`src/hw/rtl/u8js_pkg.sv`:
```
// Shared types, constants and helper functions for the UTF-8 repair and JSON escape block.
`timescale 1ns / 1ps

package u8js_pkg;

  localparam int CmdqDepth = 2;
  localparam int CmdqPtrW  = 1;
  localparam int CmdqCntW  = 2;

  localparam int BodyMax  = 6;
  localparam int BodyLenW = 3;
  localparam int FffdCntW = 3;

  localparam logic [7:0] ChQuote  = 8'h22;
  localparam logic [7:0] ChBslash = 8'h5C;
  localparam logic [7:0] ChLowerU = 8'h75;
  localparam logic [7:0] ChZero   = 8'h30;
  localparam logic [7:0] ChSpace  = 8'h20;

  localparam logic [7:0] LeadLo  = 8'hC2;
  localparam logic [7:0] Lead3Lo = 8'hE0;
  localparam logic [7:0] Lead4Lo = 8'hF0;
  localparam logic [7:0] LeadHi  = 8'hF5;

  localparam logic [20:0] CpMin2  = 21'h00080;
  localparam logic [20:0] CpMin3  = 21'h00800;
  localparam logic [20:0] CpMin4  = 21'h10000;
  localparam logic [20:0] CpMax   = 21'h10FFFF;
  localparam logic [20:0] CpSurLo = 21'h0D800;
  localparam logic [20:0] CpSurHi = 21'h0DFFF;

  typedef enum logic [1:0] {
    PhOpen,
    PhFffd,
    PhBody,
    PhClose
  } phase_e;

  typedef struct packed {
    logic                        open;
    logic [FffdCntW-1:0]         fffd_cnt;
    logic [BodyLenW-1:0]         body_len;
    logic [BodyMax-1:0][7:0]     body;
    logic                        close;
  } cmd_t;

  function automatic logic [7:0] fffd_byte(input logic [1:0] k);
    logic [7:0] b;
    unique case (k)
      2'd0:    b = 8'hEF;
      2'd1:    b = 8'hBF;
      2'd2:    b = 8'hBD;
      default: b = 8'hBD;
    endcase
    return b;
  endfunction

  function automatic logic [7:0] hex_digit(input logic [3:0] n);
    logic [7:0] b;
    if (n < 4'd10) begin
      b = {4'h3, n};
    end else begin
      b = 8'h57 + {4'h0, n};
    end
    return b;
  endfunction

  // Short escape letter, zero when the byte has none
  function automatic logic [7:0] esc_char(input logic [7:0] c);
    logic [7:0] e;
    unique case (c)
      8'h22:   e = 8'h22;
      8'h5C:   e = 8'h5C;
      8'h08:   e = 8'h62;
      8'h0C:   e = 8'h66;
      8'h0A:   e = 8'h6E;
      8'h0D:   e = 8'h72;
      8'h09:   e = 8'h74;
      default: e = 8'h00;
    endcase
    return e;
  endfunction

endpackage

```
`src/hw/rtl/utf8_repair_json_string_escape.sv`:
```
// Top level: UTF-8 repair and JSON string escaping, one byte in and byte-wide results out.
//
//   channel  | direction | handshake                  | fields
//   items    | in        | push_i, full_o             | in_byte_i, string_start_i,
//            |           |                            | string_end_i, no_byte_i
//   results  | out       | pop_i, empty_o             | out_byte_o, last_of_run_o,
//            |           |                            | closing_quote_o
//
// One item is accepted per cycle while the two-entry command queue has room.
// The back-end sequencer emits one result byte per cycle while the result register is
// empty or being popped; an item that causes any bytes causes from 1 up to 16.
// The first result of an item passes through the command queue and then the result register.
// Reset clears the pending sequence and the command queue, and empties the result register.
// A held result keeps the sequencer stalled; the front end runs on until the queue fills.
`timescale 1ns / 1ps

module utf8_repair_json_string_escape (
  input  logic        clk_i,
  input  logic        rst_ni,
  input  logic        push_i,
  output logic        full_o,
  input  logic [7:0]  in_byte_i,
  input  logic        string_start_i,
  input  logic        string_end_i,
  input  logic        no_byte_i,
  input  logic        pop_i,
  output logic        empty_o,
  output logic [7:0]  out_byte_o,
  output logic        last_of_run_o,
  output logic        closing_quote_o
);

  logic              accept;
  logic              cmd_we;
  logic              cmd_valid;
  logic              cmd_pop;
  u8js_pkg::cmd_t    cmd_wr;
  u8js_pkg::cmd_t    cmd_rd;

  assign accept = push_i && !full_o;

  u8js_front u_front (
    .clk_i          (clk_i),
    .rst_ni         (rst_ni),
    .accept_i       (accept),
    .in_byte_i      (in_byte_i),
    .string_start_i (string_start_i),
    .string_end_i   (string_end_i),
    .no_byte_i      (no_byte_i),
    .cmd_o          (cmd_wr),
    .cmd_we_o       (cmd_we)
  );

  u8js_cmdq u_cmdq (
    .clk_i   (clk_i),
    .rst_ni  (rst_ni),
    .wr_i    (cmd_we),
    .wdata_i (cmd_wr),
    .full_o  (full_o),
    .rd_i    (cmd_pop),
    .rdata_o (cmd_rd),
    .valid_o (cmd_valid)
  );

  u8js_back u_back (
    .clk_i           (clk_i),
    .rst_ni          (rst_ni),
    .cmd_i           (cmd_rd),
    .cmd_valid_i     (cmd_valid),
    .cmd_pop_o       (cmd_pop),
    .pop_i           (pop_i),
    .empty_o         (empty_o),
    .out_byte_o      (out_byte_o),
    .last_of_run_o   (last_of_run_o),
    .closing_quote_o (closing_quote_o)
  );

endmodule

```
`src/hw/rtl/u8js_front.sv`:
```
// Front end: tracks the pending UTF-8 sequence and turns each item that yields output into a command.
`timescale 1ns / 1ps

module u8js_front (
  input  logic              clk_i,
  input  logic              rst_ni,
  input  logic              accept_i,
  input  logic [7:0]        in_byte_i,
  input  logic              string_start_i,
  input  logic              string_end_i,
  input  logic              no_byte_i,
  output u8js_pkg::cmd_t    cmd_o,
  output logic              cmd_we_o
);

  logic [1:0]  hc_q, hc_d;
  logic [1:0]  need_q, need_d;
  logic [20:0] acc_q, acc_d;
  logic [7:0]  held_q [3];
  logic [7:0]  held_d [3];

  logic [1:0]                     hc_e;
  logic [1:0]                     need_e;
  logic [20:0]                    acc_e;
  logic [20:0]                    acc_c;
  logic [u8js_pkg::FffdCntW-1:0]  fffd;
  logic [u8js_pkg::BodyLenW-1:0]  len;
  logic                           lead;
  logic                           ok;
  logic [7:0]                     esc;
  u8js_pkg::cmd_t                 cmd;

  always_comb begin
    hc_e   = string_start_i ? 2'd0 : hc_q;
    need_e = string_start_i ? 2'd0 : need_q;
    acc_e  = string_start_i ? 21'd0 : acc_q;
    hc_d   = hc_e;
    need_d = need_e;
    acc_d  = acc_e;
    held_d = held_q;
    cmd    = '0;
    cmd.open = string_start_i;
    fffd   = '0;
    lead   = 1'b0;
    ok     = 1'b1;
    esc    = 8'h00;
    acc_c  = {acc_e[14:0], in_byte_i[5:0]};
    len    = {1'b0, hc_e} + 3'd1;

    if (!no_byte_i) begin
      if (need_e == 2'd0) begin
        lead = 1'b1;
      end else if (in_byte_i[7:6] != 2'b10) begin
        fffd   = {1'b0, hc_e};
        hc_d   = 2'd0;
        need_d = 2'd0;
        acc_d  = 21'd0;
        lead   = 1'b1;
      end else if (need_e != 2'd1) begin
        held_d[hc_e] = in_byte_i;
        hc_d   = hc_e + 2'd1;
        need_d = need_e - 2'd1;
        acc_d  = acc_c;
      end else begin
        if (len == 3'd2 && acc_c < u8js_pkg::CpMin2) ok = 1'b0;
        if (len == 3'd3 && acc_c < u8js_pkg::CpMin3) ok = 1'b0;
        if (len == 3'd4 && acc_c < u8js_pkg::CpMin4) ok = 1'b0;
        if (acc_c > u8js_pkg::CpMax) ok = 1'b0;
        if (acc_c >= u8js_pkg::CpSurLo && acc_c <= u8js_pkg::CpSurHi) ok = 1'b0;
        if (ok) begin
          for (int k = 0; k < 3; k++) begin
            cmd.body[k] = (k < int'(hc_e)) ? held_q[k] : in_byte_i;
          end
          cmd.body[3]  = in_byte_i;
          cmd.body_len = len;
        end else begin
          fffd = len;
        end
        hc_d   = 2'd0;
        need_d = 2'd0;
        acc_d  = 21'd0;
      end

      if (lead) begin
        esc = u8js_pkg::esc_char(in_byte_i);
        if (!in_byte_i[7]) begin
          if (esc != 8'h00) begin
            cmd.body[0]  = u8js_pkg::ChBslash;
            cmd.body[1]  = esc;
            cmd.body_len = 3'd2;
          end else if (in_byte_i < u8js_pkg::ChSpace) begin
            cmd.body[0]  = u8js_pkg::ChBslash;
            cmd.body[1]  = u8js_pkg::ChLowerU;
            cmd.body[2]  = u8js_pkg::ChZero;
            cmd.body[3]  = u8js_pkg::ChZero;
            cmd.body[4]  = u8js_pkg::hex_digit(in_byte_i[7:4]);
            cmd.body[5]  = u8js_pkg::hex_digit(in_byte_i[3:0]);
            cmd.body_len = 3'd6;
          end else begin
            cmd.body[0]  = in_byte_i;
            cmd.body_len = 3'd1;
          end
        end else if (in_byte_i < u8js_pkg::LeadLo || in_byte_i >= u8js_pkg::LeadHi) begin
          fffd = fffd + 3'd1;
        end else begin
          held_d[0] = in_byte_i;
          hc_d      = 2'd1;
          if (in_byte_i < u8js_pkg::Lead3Lo) begin
            need_d = 2'd1;
            acc_d  = {16'd0, in_byte_i[4:0]};
          end else if (in_byte_i < u8js_pkg::Lead4Lo) begin
            need_d = 2'd2;
            acc_d  = {17'd0, in_byte_i[3:0]};
          end else begin
            need_d = 2'd3;
            acc_d  = {18'd0, in_byte_i[2:0]};
          end
        end
      end
    end

    if (string_end_i) begin
      fffd      = fffd + {1'b0, hc_d};
      hc_d      = 2'd0;
      need_d    = 2'd0;
      acc_d     = 21'd0;
      cmd.close = 1'b1;
    end

    cmd.fffd_cnt = fffd;
  end

  assign cmd_o    = cmd;
  assign cmd_we_o = accept_i &&
                    (cmd.open || cmd.close || (fffd != '0) || (cmd.body_len != '0));

  always_ff @(posedge clk_i or negedge rst_ni) begin
    if (!rst_ni) begin
      hc_q   <= 2'd0;
      need_q <= 2'd0;
      acc_q  <= 21'd0;
    end else if (accept_i) begin
      hc_q   <= hc_d;
      need_q <= need_d;
      acc_q  <= acc_d;
    end
  end

  always_ff @(posedge clk_i) begin
    if (accept_i) begin
      held_q <= held_d;
    end
  end

endmodule

```
`src/hw/rtl/u8js_cmdq.sv`:
```
// Two-entry command queue between the front end and the byte sequencer.
`timescale 1ns / 1ps

module u8js_cmdq (
  input  logic              clk_i,
  input  logic              rst_ni,
  input  logic              wr_i,
  input  u8js_pkg::cmd_t    wdata_i,
  output logic              full_o,
  input  logic              rd_i,
  output u8js_pkg::cmd_t    rdata_o,
  output logic              valid_o
);

  u8js_pkg::cmd_t                   mem_q [u8js_pkg::CmdqDepth];
  logic [u8js_pkg::CmdqPtrW-1:0]    wr_ptr_q, rd_ptr_q;
  logic [u8js_pkg::CmdqCntW-1:0]    cnt_q, cnt_d;

  assign full_o  = (cnt_q == u8js_pkg::CmdqCntW'(u8js_pkg::CmdqDepth));
  assign valid_o = (cnt_q != '0);
  assign rdata_o = mem_q[rd_ptr_q];
  assign cnt_d   = cnt_q + u8js_pkg::CmdqCntW'(wr_i) - u8js_pkg::CmdqCntW'(rd_i);

  always_ff @(posedge clk_i or negedge rst_ni) begin
    if (!rst_ni) begin
      wr_ptr_q <= '0;
      rd_ptr_q <= '0;
      cnt_q    <= '0;
    end else begin
      if (wr_i) begin
        wr_ptr_q <= wr_ptr_q + u8js_pkg::CmdqPtrW'(1);
      end
      if (rd_i) begin
        rd_ptr_q <= rd_ptr_q + u8js_pkg::CmdqPtrW'(1);
      end
      cnt_q <= cnt_d;
    end
  end

  always_ff @(posedge clk_i) begin
    if (wr_i) begin
      mem_q[wr_ptr_q] <= wdata_i;
    end
  end

endmodule

```
`src/hw/rtl/u8js_back.sv`:
```
// Back end: walks each command and emits its bytes one per cycle into the result register while it is free or popped.
`timescale 1ns / 1ps

module u8js_back (
  input  logic              clk_i,
  input  logic              rst_ni,
  input  u8js_pkg::cmd_t    cmd_i,
  input  logic              cmd_valid_i,
  output logic              cmd_pop_o,
  input  logic              pop_i,
  output logic              empty_o,
  output logic [7:0]        out_byte_o,
  output logic              last_of_run_o,
  output logic              closing_quote_o
);

  u8js_pkg::phase_e                phase_q, phase_d, eph;
  logic [u8js_pkg::FffdCntW-1:0]   rep_q, rep_d;
  logic [1:0]                      sub_q, sub_d;
  logic [u8js_pkg::BodyLenW-1:0]   idx_q, idx_d;

  logic        out_valid_q;
  logic [7:0]  out_byte_q;
  logic        out_last_q;
  logic        out_close_q;

  logic [7:0]  byte_c;
  logic        done;
  logic        more;
  logic        last;
  logic        is_close;
  logic        adv;

  always_comb begin
    eph = phase_q;
    if (eph == u8js_pkg::PhOpen && !cmd_i.open) eph = u8js_pkg::PhFffd;
    if (eph == u8js_pkg::PhFffd && cmd_i.fffd_cnt == '0) eph = u8js_pkg::PhBody;
    if (eph == u8js_pkg::PhBody && cmd_i.body_len == '0) eph = u8js_pkg::PhClose;

    byte_c   = u8js_pkg::ChQuote;
    done     = 1'b1;
    more     = 1'b0;
    is_close = 1'b0;
    unique case (eph)
      u8js_pkg::PhOpen: begin
        more = (cmd_i.fffd_cnt != '0) || (cmd_i.body_len != '0) || cmd_i.close;
      end
      u8js_pkg::PhFffd: begin
        byte_c = u8js_pkg::fffd_byte(sub_q);
        done   = (sub_q == 2'd2) && (rep_q == cmd_i.fffd_cnt - 3'd1);
        more   = (cmd_i.body_len != '0) || cmd_i.close;
      end
      u8js_pkg::PhBody: begin
        byte_c = cmd_i.body[idx_q];
        done   = (idx_q == cmd_i.body_len - 3'd1);
        more   = cmd_i.close;
      end
      u8js_pkg::PhClose: begin
        is_close = 1'b1;
      end
      default: begin
        is_close = 1'b0;
      end
    endcase
    last = done && !more;
    adv  = cmd_valid_i && (!out_valid_q || pop_i);

    phase_d = phase_q;
    rep_d   = rep_q;
    sub_d   = sub_q;
    idx_d   = idx_q;
    if (adv) begin
      if (last) begin
        phase_d = u8js_pkg::PhOpen;
        rep_d   = '0;
        sub_d   = '0;
        idx_d   = '0;
      end else if (done) begin
        rep_d = '0;
        sub_d = '0;
        idx_d = '0;
        unique case (eph)
          u8js_pkg::PhOpen: phase_d = u8js_pkg::PhFffd;
          u8js_pkg::PhFffd: phase_d = u8js_pkg::PhBody;
          default:          phase_d = u8js_pkg::PhClose;
        endcase
      end else if (eph == u8js_pkg::PhFffd) begin
        if (sub_q == 2'd2) begin
          sub_d = 2'd0;
          rep_d = rep_q + 3'd1;
        end else begin
          sub_d = sub_q + 2'd1;
        end
      end else begin
        idx_d = idx_q + 3'd1;
      end
    end
  end

  assign cmd_pop_o = adv && last;

  always_ff @(posedge clk_i or negedge rst_ni) begin
    if (!rst_ni) begin
      phase_q     <= u8js_pkg::PhOpen;
      rep_q       <= '0;
      sub_q       <= '0;
      idx_q       <= '0;
      out_valid_q <= 1'b0;
    end else begin
      phase_q <= phase_d;
      rep_q   <= rep_d;
      sub_q   <= sub_d;
      idx_q   <= idx_d;
      if (adv) begin
        out_valid_q <= 1'b1;
      end else if (pop_i) begin
        out_valid_q <= 1'b0;
      end
    end
  end

  always_ff @(posedge clk_i) begin
    if (adv) begin
      out_byte_q  <= byte_c;
      out_last_q  <= last;
      out_close_q <= is_close;
    end
  end

  assign empty_o         = !out_valid_q;
  assign out_byte_o      = out_byte_q;
  assign last_of_run_o   = out_last_q;
  assign closing_quote_o = out_close_q;

endmodule

```
`config.mk`:
```
export PLATFORM = sky130hd
export DESIGN_NAME = utf8_repair_json_string_escape
export DESIGN_NICKNAME = d
export VERILOG_FILES = /design/src/hw/rtl/u8js_pkg.sv /design/src/hw/rtl/utf8_repair_json_string_escape.sv /design/src/hw/rtl/u8js_front.sv /design/src/hw/rtl/u8js_cmdq.sv /design/src/hw/rtl/u8js_back.sv
export SDC_FILE = /design/constraint.sdc
export NUM_CORES = 1
export LEC_CHECK = 0
export ABC_AREA = 1
export BUFFER_PORTS_ARGS = -buffer_cell sky130_fd_sc_hd__buf_4
export CAP_MARGIN = 20
export CORE_UTILIZATION = 53
export CTS_BUF_LIST = sky130_fd_sc_hd__clkbuf_4 sky130_fd_sc_hd__clkbuf_8
export DETAILED_ROUTE_END_ITERATION = 10
export PLACE_DENSITY = 0.76
export REMOVE_ABC_BUFFERS = 1
export SYNTH_ARGS = -nofsm -noshare
export SYNTH_HDL_FRONTEND = slang
export SYNTH_SLANG_ARGS = --single-unit
```
`constraint.sdc`:
```
create_clock -name clk_i -period 6.67 [get_ports clk_i]
set_input_delay 0.3335 -clock clk_i [delete_from_list [all_inputs] [get_ports clk_i]]
set_output_delay 0.3335 -clock clk_i [all_outputs]
set_load 0.01 [all_outputs]
```
# Word level (Yosys, flattened, before mapping)
# Memories as Yosys holds them, arrays and structs flattened.
# Cells that the tools add are included.
[word_totals]
memories = 1
output_inout_bits = 12
ram_bits = 112
word_cells = 244
in_bits = 15
reg_bits = 74
[op_classes]
mux = 116
n_eq_ne = 23
n_addsub = 16
magnitude_cmp = 19
bitwise_logic = 4
n_reduce_logical = 48
[mem_list]
columns = ["memory", "words", "word_bits", "read_ports", "rd_clocked_by_memory_dff", "wr", "line_no", "rtl"]
rows = [
  ["u_cmdq.mem_q", 2, 56, 1, 0, 1, "u8js_cmdq.sv:15", "u8js_pkg::cmd_t mem_q [u8js_pkg::CmdqDepth];"],
]
[ops]
columns = ["cell", "count"]
rows = [
  ["two-way mux 21 bit", 10],
  ["two-way mux 32 bit", 5],
  ["two-way mux 51 bit", 3],
  ["two-way mux 8 bit", 12],
  ["two-way mux 24 bit", 3],
  ["two-way mux 3 bit", 23],
  ["two-way mux 2 bit", 28],
  ["case mux 7 bit (7 select lines)", 1],
  ["== test 8 x 4 -> 1 bit (second input constant)", 5],
  ["two-way mux 40 bit", 1],
  ["binary-select mux 8 bit (select 3 bit)", 1],
  ["bitwise mux 24 bit", 1],
  ["< comparator 8 bit (second input constant)", 3],
  ["greater-or-equal comparator 21 x 16 -> 1 bit (second input constant)", 1],
  ["> comparator 21 bit (second input constant)", 1],
  ["<= comparator 21 x 16 -> 1 bit (second input constant)", 1],
  ["< comparator 21 x 12 -> 1 bit (second input constant)", 1],
  ["< comparator 21 x 17 -> 1 bit (second input constant)", 1],
  ["< comparator 21 x 8 -> 1 bit (second input constant)", 1],
  ["two-way mux 1 bit", 19],
  ["nonzero test 3 bit", 6],
  ["adder 7 x 4 -> 8 bit (first input constant)", 2],
  ["demux 8 bit (select 2 bit)", 1],
  ["two-way mux 16 bit", 1],
  ["other kinds (46)", 95],
]

# Logic depth before layout (Yosys ltp)
[logic_depth]
word_depth = 31
mapped_depth = 33
mapped_depth_nobuf = 32

# Cells and area by module
# Synthesis repeated with hierarchy kept, for this count alone.
[hier_totals]
hier_cells = 1123
hier_area_um2 = 9889.5
[modules_own_cells]
columns = ["module", "area_each_um2", "seq_area_each_um2", "instances", "cells_each"]
rows = [
  ["u8js_cmdq", 4359.2, 3463.3, 1, 317],
  ["u8js_front", 3818.7, 1196.1, 1, 547],
  ["u8js_back", 1701.6, 575.6, 1, 257],
  ["utf8_repair_json_string_escape", 10.0, 0.0, 1, 2],
]

# Worst setup path before layout
# Ideal clock, no wire load.
[synth_timing]
path_kind = "input to register"
startpoint = "in string_start_i"
endpoint = "mem u_cmdq.mem_q[1][0] (netlist name), enable pin"
path_stages = 29
slack_ns = 0.558
t_arrival_ns = 5.646
required_time_ns = 6.204
path_buffers = 2
setup_time_ns = 0.466
cell_sequence = "buf_6 > nor2_1 > inv_1 > clkbuf_1 > ha_1 > inv_1 > a21oi_1 > nand3_1 > nand2_1 > nand3_1 > nand2_1 > a21oi_2 > nand2_2 > nand2_1 > nand2_1 > nand2_1 > inv_1 > ha_1 > o21ai_0 > inv_1 > nand2_1 > fa_1 > nor2_1 > nand2_1 > nand2_2 > nor2_2 > nand3_4 > nand2_4 > nor2_1"
[synth_rtl]
columns = ["item", "line_no", "rtl"]
rows = [
  ["start: declaration", "utf8_repair_json_string_escape.sv:23", "input logic string_start_i,"],
  ["end: declaration", "u8js_cmdq.sv:15", ""],
]

==> impl_metrics.yaml <==
setup_path:
  crit_type: "flop to flop"
  path_max_fanout: 32
  endpoint_kind: "flop"
  worstPathRequired_ns: 6.78
  reg2reg_from: "u_front.need_q[1]"
  cp.arrival_ns: 5.20
  cp-startpoint: "u_front.need_q[1]"
  start_kind: "flop"
place:
  placed_cells_incl_taps: 1146
  numPortBuffers: 26
  placed_area_mm2: 0.00942
  gp_congestion: 0.934
  hpwl_um: 13800
  pre_cts_ws_ns: 1.43
yosys:
  yosysUniqueCellTypes: 53
  netlist_area_mm2: 0.00904
  synthArstFlopShare_pct: 19.3
  avgSynthCellArea_um2: 9.79
  synth-edff-count: 142
  syn_inst: 924
  ys_ff_latch: 176
  ys.flop_type: "edfxtp_1"
  yosysSeqAreaShare_pct: 56.6
  yosysWarnings: 0
clock_network:
  cts_tree: "built"
  post_cts_buffers: 0
  htreeDepth: 4
  ctsResizeCount: 0
  path_clk_slew_ns: 0.09
  clk_path_buf_depth: 2
  clk_latency_ns: 0.45
  ctsRootBufferMaster: "clkbuf_8"
  ctsHoldBuffers: 1
  cts_buffers: 17
  cts.sinks: 176
run_status:
  outcome: "finished clean"
drt:
  drt_iter0_drc: 852
  drc: 0
  wirelength_um: 20300
  vias_per_cell: 5.79
  first_pass_iters: 6
  num_vias: 6822
  antenna_left: 0
  wl_per_cell_um: 17.2
hold_path:
  hp-class: "input port to flop"
  worstHoldStart: "pop_i"
sta:
  setup_slack_ns: 1.58
  post-route-min-period_ns: 5.09
  finalSetupTns_ns: 0
  max_slew.worst_pin.slew_ns: 0.845
  worst_slew_margin_rel_pct: 43.4
  period_share_pct: 76.3
  slew_viol_final: 0
  setup_violations: 0
  hold_viol_final: 0
  rsz0062_at_grt: "no"
  clock.fmax_ghz: 0.197
  clock_skew_ns: 0.0143
job:
  cap_viol_max_count: 0
finish:
  fin_nets: 988
  fin_cells: 1179
  utilization_pct: 59.1
  antenna_cells: 0
  syn_to_final_growth_pct: 8.79
  drive_gt1_share_pct: 11.2
  stdcell_area_mm2: 0.00984
floorplanning:
  die_y_um: 133
  io_pins: 27
  start_util_pct: 54.3
  die_w_um: 133
  num_rows: 47
  core_mm2: 0.0166
  dieArea_mm2: 0.0176
global_route:
  grt_overflow_total: 0
  grt_pass1_vias: 6395
  antenna_found_initial: 0
  grtUsageTotal_pct: 24.1
  grt_max_degree: 61
  grt_pass1_wl_um: 33000
power:
  ir_worst_vdd_v: 0.000192
  power.density_mw_per_mm2: 351
  leakage_nw: 3.94
-- critical path, stage by stage, from the launching register on --
cell,delay (ns)
dfrtp_1,0.33
inv_1,0.05
nor2_1,0.16
inv_1,0.11
ha_1,0.31
nor2_2,0.21
inv_2,0.08
nor2_2,0.40
inv_2,0.17
nor2_1,0.62
a21oi_1,0.14
o21a_1,0.16
inv_1,0.06
ha_1,0.12
inv_1,0.05
fa_1,0.35
nor2_1,0.13
nand2_1,0.08
nand2_2,0.08
nor2_2,0.05
nand3_4,0.08
nand3_1,0.11
inv_2,0.41
buf_4,0.47
-- path summary, 6_finish.rpt --
path,to,slack (ns),cells past startpoint
max,u_cmdq.mem_q[0][31],1.58,23
min,u_back.out_valid_q,0.07,2
max reg2reg,u_cmdq.mem_q[0][31],1.58,23
max in group asynchronous,u_cmdq.rd_ptr_q,5.97,2
min in group asynchronous,u_front.acc_q[2],0.36,2
min reg2reg,u_front.acc_q[4],0.50,2
-- cell type report --
type,instances,area (um^2)
fillers,1392,6810
flip-flops and latches,176,5120
multi-input cells,612,3390
inverters,106,400
well taps,220,275
repair buffers,33,250
clock buffers,18,241
clock inverters,14,163
-- sequential cells by signal, summed over array words and instances, names as in the netlist, 2 cells and up, named ones only --
signal	flops
u_cmdq.mem_q	108
u_front.acc_q	15
u_back.out_byte_o	8
u_front.held_q	8
u_back.idx_q	3
u_back.rep_q	3
u_back.phase_q	2
u_back.sub_q	2
u_cmdq.cnt_q	2
u_front.hc_q	2
u_front.need_q	2
-- placed cells by master, fill, tap and decap left out, drive strengths merged, types with 6 or more instances in the layout --
| cell type | instances |
|---|---|
| inv | 104 |
| a21oi | 40 |
| edfxtp | 142 |
| a22oi | 12 |
| ha | 26 |
| conb | 10 |
| nand2 | 140 |
| dfrtp | 34 |
| o211ai | 9 |
| o22ai | 19 |
| a211oi | 10 |
| xor2 | 9 |
| clkbuf | 18 |
| o21ai | 89 |
| o32ai | 6 |
| a32oi | 8 |
| buf | 32 |
| nor2 | 130 |
| o221ai | 12 |
| a31oi | 6 |
| nor3 | 9 |
| clkinv | 9 |
| nand3 | 46 |
-- per-layer routing --
layer / up-vias / share of wire, % / track usage, % / routed length (um)
met5: - / 0 / 0 / 0
met4: 0 / 2.4 / 8.49 / 478
met3: 45 / 7.4 / 4.14 / 1500
met2: 288 / 46 / 37.7 / 9410
met1: 3216 / 44 / 34.0 / 8900
li1: 3273 / - / - / -
-- power breakdown --
part           switching (mW)  internal (mW)
logic                   0.779          0.362
registers              0.0921           1.47
clock network           0.380          0.373
-- cell families after synthesis --
logic type,share of synthesized area (%)
compound gates,15.6
buf+inv,6.39
other cells,0.0415
flops,56.6
simple gates,15.9
fa+ha+maj,3.82
xor+xnor,1.26
mux,0.443
-- synthesized netlist by cell type, types with 5 or more instances --
cell / count / area (um^2)
a211oi_1: 10 / 75.1
a21oi_1: 38 / 190
a22oi_1: 12 / 90.1
a31oi_1: 5 / 31.3
a32oi_1: 8 / 70.1
clkbuf_1: 27 / 101
clkinv_1: 5 / 18.8
dfrtp_1: 34 / 851
edfxtp_1: 142 / 4260
ha_1: 26 / 325
inv_1: 89 / 334
inv_2: 11 / 41.3
nand2_1: 131 / 492
nand2_2: 8 / 50.1
nand3_1: 42 / 210
nor2_1: 120 / 450
nor2_2: 8 / 50.1
nor3_1: 7 / 35.0
o211ai_1: 9 / 67.6
o21ai_0: 84 / 420
o221ai_1: 12 / 105
o22ai_1: 19 / 119
o32ai_1: 6 / 52.6
xor2_1: 9 / 78.8
-- per-stage QoR --
step	total power, mW	hold WS, ns
finish	3.46	0.0666
global route	3.67	0.0761
CTS	3.47	0.0413
detailed placement	2.72	0.307
global placement	2.69	0.312
floorplan	2.34	0.0379
Power figures use the tool's default switching activity.
